[config.mk]
export PLATFORM = sky130hd
export DESIGN_NAME = bfr_sequencer
export DESIGN_NICKNAME = d
export VERILOG_FILES = /design/src/hdl/bfr_pkg.sv /design/src/hdl/bfr_sequencer.sv
export SDC_FILE = /design/constraint.sdc
export NUM_CORES = 1
export LEC_CHECK = 0
export BUFFER_PORTS_ARGS = -buffer_cell sky130_fd_sc_hd__buf_2
export CORE_AREA = 5 5 42 44
export CTS_CLUSTER_SIZE = 12
export DETAILED_ROUTE_END_ITERATION = 10
export DIE_AREA = 0 0 47 49
export PLACE_DENSITY_LB_ADDON = 0.05
export SLEW_MARGIN = 20
export SYNTH_ARGS = -nofsm -noshare
export SYNTH_HDL_FRONTEND = slang
export SYNTH_SLANG_ARGS = --single-unit
[constraint.sdc]
create_clock -name clk_i -period 2.9 [get_ports clk_i]
set_input_delay 0.29 -clock clk_i [delete_from_list [all_inputs] [get_ports clk_i]]
set_output_delay 0.29 -clock clk_i [all_outputs]
set_load 0.005 [all_outputs]
[src/hdl/bfr_pkg.sv]
// Shared types and constants for the bitmap font text renderer.
// Holds the microcode word layout, the microcode table and stream field offsets.
// No dependencies.
`default_nettype none

package bfr_pkg;

  // stream and config widths
  localparam int unsigned IN_TDATA_W  = 80;
  localparam int unsigned OUT_TDATA_W = 64;
  localparam int unsigned CFG_IDX_W   = 1;
  localparam int unsigned CFG_DATA_W  = 13;
  localparam int unsigned COORD_W     = 13;

  // input tdata field offsets
  localparam int unsigned CODE_LSB  = 0;
  localparam int unsigned GROW_LSB  = 8;
  localparam int unsigned BITS_LSB  = 12;
  localparam int unsigned FIRST_BIT = 20;
  localparam int unsigned SX_LSB    = 21;
  localparam int unsigned SY_LSB    = 33;
  localparam int unsigned COLOR_LSB = 45;

  localparam logic [7:0]  NEWLINE_CODE = 8'd10;
  localparam logic [13:0] CURSOR_MAX   = 14'd8191;

  localparam logic [CFG_IDX_W-1:0] CFG_SCREEN_WIDTH  = 1'b0;
  localparam logic [CFG_IDX_W-1:0] CFG_SCREEN_HEIGHT = 1'b1;

  localparam logic REQ_FONT_LOAD = 1'b0;

  typedef logic [2:0] upc_t;

  localparam upc_t UPC_FETCH   = 3'd0;
  localparam upc_t UPC_DECODE  = 3'd1;
  localparam upc_t UPC_NLCHK   = 3'd2;
  localparam upc_t UPC_SETUP   = 3'd3;
  localparam upc_t UPC_EMIT    = 3'd4;
  localparam upc_t UPC_ADVANCE = 3'd5;
  localparam upc_t UPC_LOAD    = 3'd6;
  localparam upc_t UPC_NEWLINE = 3'd7;

  typedef enum logic [2:0] {
    COND_ALWAYS    = 3'd0,
    COND_NO_INPUT  = 3'd1,
    COND_IS_LOAD   = 3'd2,
    COND_IS_NL     = 3'd3,
    COND_MORE_ROWS = 3'd4
  } cond_e;

  // one control word; jump to target when cond holds, else fall through
  typedef struct packed {
    logic  accept;
    logic  first_en;
    logic  load_en;
    logic  nl_en;
    logic  setup_en;
    logic  emit_en;
    logic  adv_en;
    cond_e cond;
    upc_t  target;
  } ucode_t;

  typedef struct packed {
    logic in_valid;
    logic is_load;
    logic is_nl;
    logic more_rows;
    logic stall;
  } status_t;

  function automatic ucode_t ucode_rom(input upc_t pc);
    ucode_t w;
    w = '0;
    unique case (pc)
      UPC_FETCH: begin
        w.accept = 1'b1;
        w.cond   = COND_NO_INPUT;
        w.target = UPC_FETCH;
      end
      UPC_DECODE: begin
        w.first_en = 1'b1;
        w.cond     = COND_IS_LOAD;
        w.target   = UPC_LOAD;
      end
      UPC_NLCHK: begin
        w.cond   = COND_IS_NL;
        w.target = UPC_NEWLINE;
      end
      UPC_SETUP: begin
        w.setup_en = 1'b1;
        w.cond     = COND_ALWAYS;
        w.target   = UPC_EMIT;
      end
      UPC_EMIT: begin
        w.emit_en = 1'b1;
        w.cond    = COND_MORE_ROWS;
        w.target  = UPC_EMIT;
      end
      UPC_ADVANCE: begin
        w.adv_en = 1'b1;
        w.cond   = COND_ALWAYS;
        w.target = UPC_FETCH;
      end
      UPC_LOAD: begin
        w.load_en = 1'b1;
        w.cond    = COND_ALWAYS;
        w.target  = UPC_FETCH;
      end
      UPC_NEWLINE: begin
        w.nl_en  = 1'b1;
        w.cond   = COND_ALWAYS;
        w.target = UPC_FETCH;
      end
    endcase
    return w;
  endfunction

endpackage

`default_nettype wire

[src/hdl/bfr_sequencer.sv]
// Microcode sequencer: step counter, control word lookup and conditional jumps.
// Depends on bfr_pkg.
`default_nettype none

module bfr_sequencer (
  input  wire logic             clk_i,
  input  wire logic             rst_ni,
  input  wire bfr_pkg::status_t stat_i,
  output bfr_pkg::ucode_t       ctrl_o
);
  import bfr_pkg::*;

  upc_t   pc_q, pc_d;
  ucode_t cw;
  logic   take;

  assign cw     = ucode_rom(pc_q);
  assign ctrl_o = cw;

  always_comb begin
    unique case (cw.cond)
      COND_ALWAYS:    take = 1'b1;
      COND_NO_INPUT:  take = !stat_i.in_valid;
      COND_IS_LOAD:   take = stat_i.is_load;
      COND_IS_NL:     take = stat_i.is_nl;
      COND_MORE_ROWS: take = stat_i.more_rows;
      default:        take = 1'b1;
    endcase
  end

  always_comb begin
    priority if (cw.emit_en && stat_i.stall) begin
      pc_d = pc_q;
    end else if (take) begin
      pc_d = cw.target;
    end else begin
      pc_d = pc_q + upc_t'(1);
    end
  end

  always_ff @(posedge clk_i or negedge rst_ni) begin
    if (!rst_ni) begin
      pc_q <= UPC_FETCH;
    end else begin
      pc_q <= pc_d;
    end
  end

  a_emit_hold: assert property (@(posedge clk_i) disable iff (!rst_ni)
    (cw.emit_en && stat_i.stall) |=> (pc_q == UPC_EMIT))
    else $error("emit step left while output stalled");

  a_load_returns: assert property (@(posedge clk_i) disable iff (!rst_ni)
    cw.load_en |=> (pc_q == UPC_FETCH))
    else $error("font load did not return to fetch");

  a_fetch_wait: assert property (@(posedge clk_i) disable iff (!rst_ni)
    (cw.accept && !stat_i.in_valid) |=> (pc_q == UPC_FETCH))
    else $error("sequencer left fetch without a transfer");

endmodule

`default_nettype wire

==> impl_metrics.csv <==
group,metric,value,unit
clock_network,cts.clk_slew.worst_paths,0.03,ns
clock_network,cts_sinks,3,
timing,grt_setup_unrepaired,"false",
synthesis,synth_area,417,um^2
timing,transition_time_at_the_pin_with_the_least_slew_margin,0.444,ns
timing,setup_viol,0,
critical_path,timing.setup.critical_path_class,"flop to primary output",
run_status,outcome,"finished clean",
global_routing,grt_remaining_overflow,0,
global_routing,grt_max_degree,12,
critical_path,worst_setup_path_start_kind,"flop",
cells_and_area,syn2layout_area_growth,28.2,%
cells_and_area,nFillCells,169,
synthesis,ys_ff_latch,3,
pwr,power_leakage,0.282,nW
timing,finalCritPeriodShare,0.667,
drt,drtPass1Iterations,4,
placement,count_of_port_buffers_added_during_placement,19,
floorplan,floorplan.initialDensity,0.297,
critical_path,worstPathArrival,1.64,ns
synthesis,synthesis.instances,45,
floorplan,placeable_core_region,0.00140,mm^2
floorplan,num_ports,20,
drt,drc,0,
clock_network,clockBufferDepth,2,
cells_and_area,final_nets,79,
cells_and_area,layout_commonest_cell,"buf_2",
timing,final.setup_skew,0.00506,ns
cells_and_area,largest_register,"pc_q",
cells_and_area,drive_gt1_frac,0.462,
pwr,max-vdd-ir-drop,0.488,mV
timing,hold_violations,0,
floorplan,die-height,49,um
critical_path,critical_path_peak_fanout,11,
floorplan,rows,14,
drt,route.detailed.vias_per_inst,4.59,
clock_network,clock_insertion_delay_worst_skew,0.23,ns
timing,final-max-slew-violation-count,0,
critical_path,endpoint_kind,"primary output",
clock_network,numCtsBuffers,3,
min_path,hold_class,"input port to flop",
clock_network,cts-htree-levels,1,
drt,drt_iter0_drc,12,
drt,drt-wirelength-per-cell,12.4,um
floorplan,die_x,47,um
cells_and_area,largest_register_ffs,3,
timing,worst_slew_margin_rel,0.704,
critical_path,crit_required,2.61,ns
clock_network,cts_tree,"yes",
cells_and_area,finalCoreUtilization,0.381,
synthesis,ys.warnings.count,0,
cells_and_area,reg_top3,"pc_q x3",
timing,post-route-min-period,1.93,ns
clock_network,ctsResizeCount,0,
synthesis,synth.net_count,58,
synthesis,synth.avg_cell_area,9.26,um^2
synthesis,yosysUniqueCellTypes,24,
cells_and_area,multi_input_area,293,um^2
floorplan,design.die.area,0.00230,mm^2
timing,max_clock_freq,517,MHz
synthesis,synth-seq-area-share,0.180,
drt,ant_nets,0,
global_routing,grt_first_pass_wirelength,1660,um
global_routing,track_usage,0.0994,
pwr,power.total,0.638,mW
global_routing,initial_antenna_violation_count,0,
clock_network,cts-root-buf,"clkbuf_4",
timing,fin_hold_ws,0.351,ns
timing,tns,0,ns
cells_and_area,antenna-diode-count,0,
pwr,power_per_cell_area,1190,mW/mm^2
drt,dr_total_vias,372,
cells_and_area,final_cell_mix,"buf_2 (19), ha_1 (6), inv_1 (4)",
placement,total_half_perimeter_wirelength_after_legalization_and_detailed_placement,848,um
global_routing,grt_pass1_vias,375,
cells_and_area,regArea,75.1,um^2
placement,routabilityCongestion,0.765,
drt,detail_route.wirelength,1000,um
job,maxCapViolCount,0,
synth_stat cells (all sizes together):
| master | count | area share |
|---|---|---|
| and2 | 2 | 0.030 |
| a2bb2oi | 1 | 0.036 |
| o21bai | 1 | 0.018 |
| ha | 6 | 0.18 |
| o21ai | 3 | 0.045 |
| o21a | 1 | 0.018 |
| nand2 | 3 | 0.027 |
| nand2b | 1 | 0.015 |
| nor3 | 2 | 0.063 |
| a32oi | 3 | 0.081 |
| a21oi | 2 | 0.024 |
| inv | 4 | 0.036 |
| o22a | 1 | 0.021 |
| nor2b | 5 | 0.12 |
| dfrtp | 3 | 0.18 |
| buf | 4 | 0.081 |
| nor2 | 3 | 0.027 |
cell families after synthesis:
| family | Yosys count | synth area share |
|---|---|---|
| and+or+nand+nor | 16 | 0.279 |
| AOI/OAI and AO/OA | 12 | 0.243 |
| buffers and inverters | 8 | 0.117 |
| adders and majority gates | 6 | 0.180 |
| DFF | 3 | 0.180 |
worst paths after layout:
| kind | from | to | slack [ns] | cells after the start |
|---|---|---|---|---|
| setup reg to reg | pc_q[2] | pc_q[2] | 1.18 | 6 |
| hold reg to reg | pc_q[0] | pc_q[0] | 0.64 | 2 |
| min in group asynchronous | rst_ni | pc_q[1] | 0.38 | 2 |
| max in group asynchronous | rst_ni | pc_q[2] | 2.42 | 2 |
| hold / removal | stat_i[2] | pc_q[0] | 0.35 | 3 |
| setup / recovery | pc_q[2] | ctrl_o[3] | 0.97 | 5 |
repair_timing:
action | 4_1_cts | 5_1_grt
hold buffers | 1 | 0
hold endpoints to repair | 3 | 0
setup buffers | 0 | 0
routing by layer:
layer,routed length (um),global-route usage,share of wire,up-vias
li1,-,-,-,193
met1,417,0.126,0.42,165
met2,500,0.154,0.50,14
met3,83,0.0148,0.083,0
met4,0,0.0553,0,0
met5,0,0,0,-
worst max-delay path, stage by stage (launching register included):
cell and delay (ns):
dfrtp_1 0.60, inv_1 0.11, ha_1 0.25, nor3_2 0.20, o21a_1 0.14, buf_2 0.10
report_power, final:
| group | switching (mW) | leakage (nW) | total, mW | internal [mW] |
|---|---|---|---|---|
| combinational | 0.225 | 0.230 | 0.456 | 0.231 |
| sequential | 0.0439 | 0.0368 | 0.109 | 0.0648 |
| clock | 0.0221 | 0.0150 | 0.0736 | 0.0516 |
| total | 0.291 | 0.282 | 0.638 | 0.347 |
per-stage QoR:
stage | worst slack (ns) | instance area, um^2 | instances
floorplan | 1.37 | 417 | 45
global route | 0.747 | 534 | 81
finish | 0.965 | 534 | 81
detailed placement | 1.17 | 498 | 76
CTS | 0.921 | 534 | 81
global placement | 1.21 | 498 | 76
final cells by class:
class                   instances  area share
clock buffers                   4      0.0492
well taps                      16      0.0375
repair buffers                 20       0.197
multi-input cells              34       0.548
flip-flops and latches          3       0.141
inverters                       4      0.0281
Note: power is estimated with default switching activity, not from simulation.
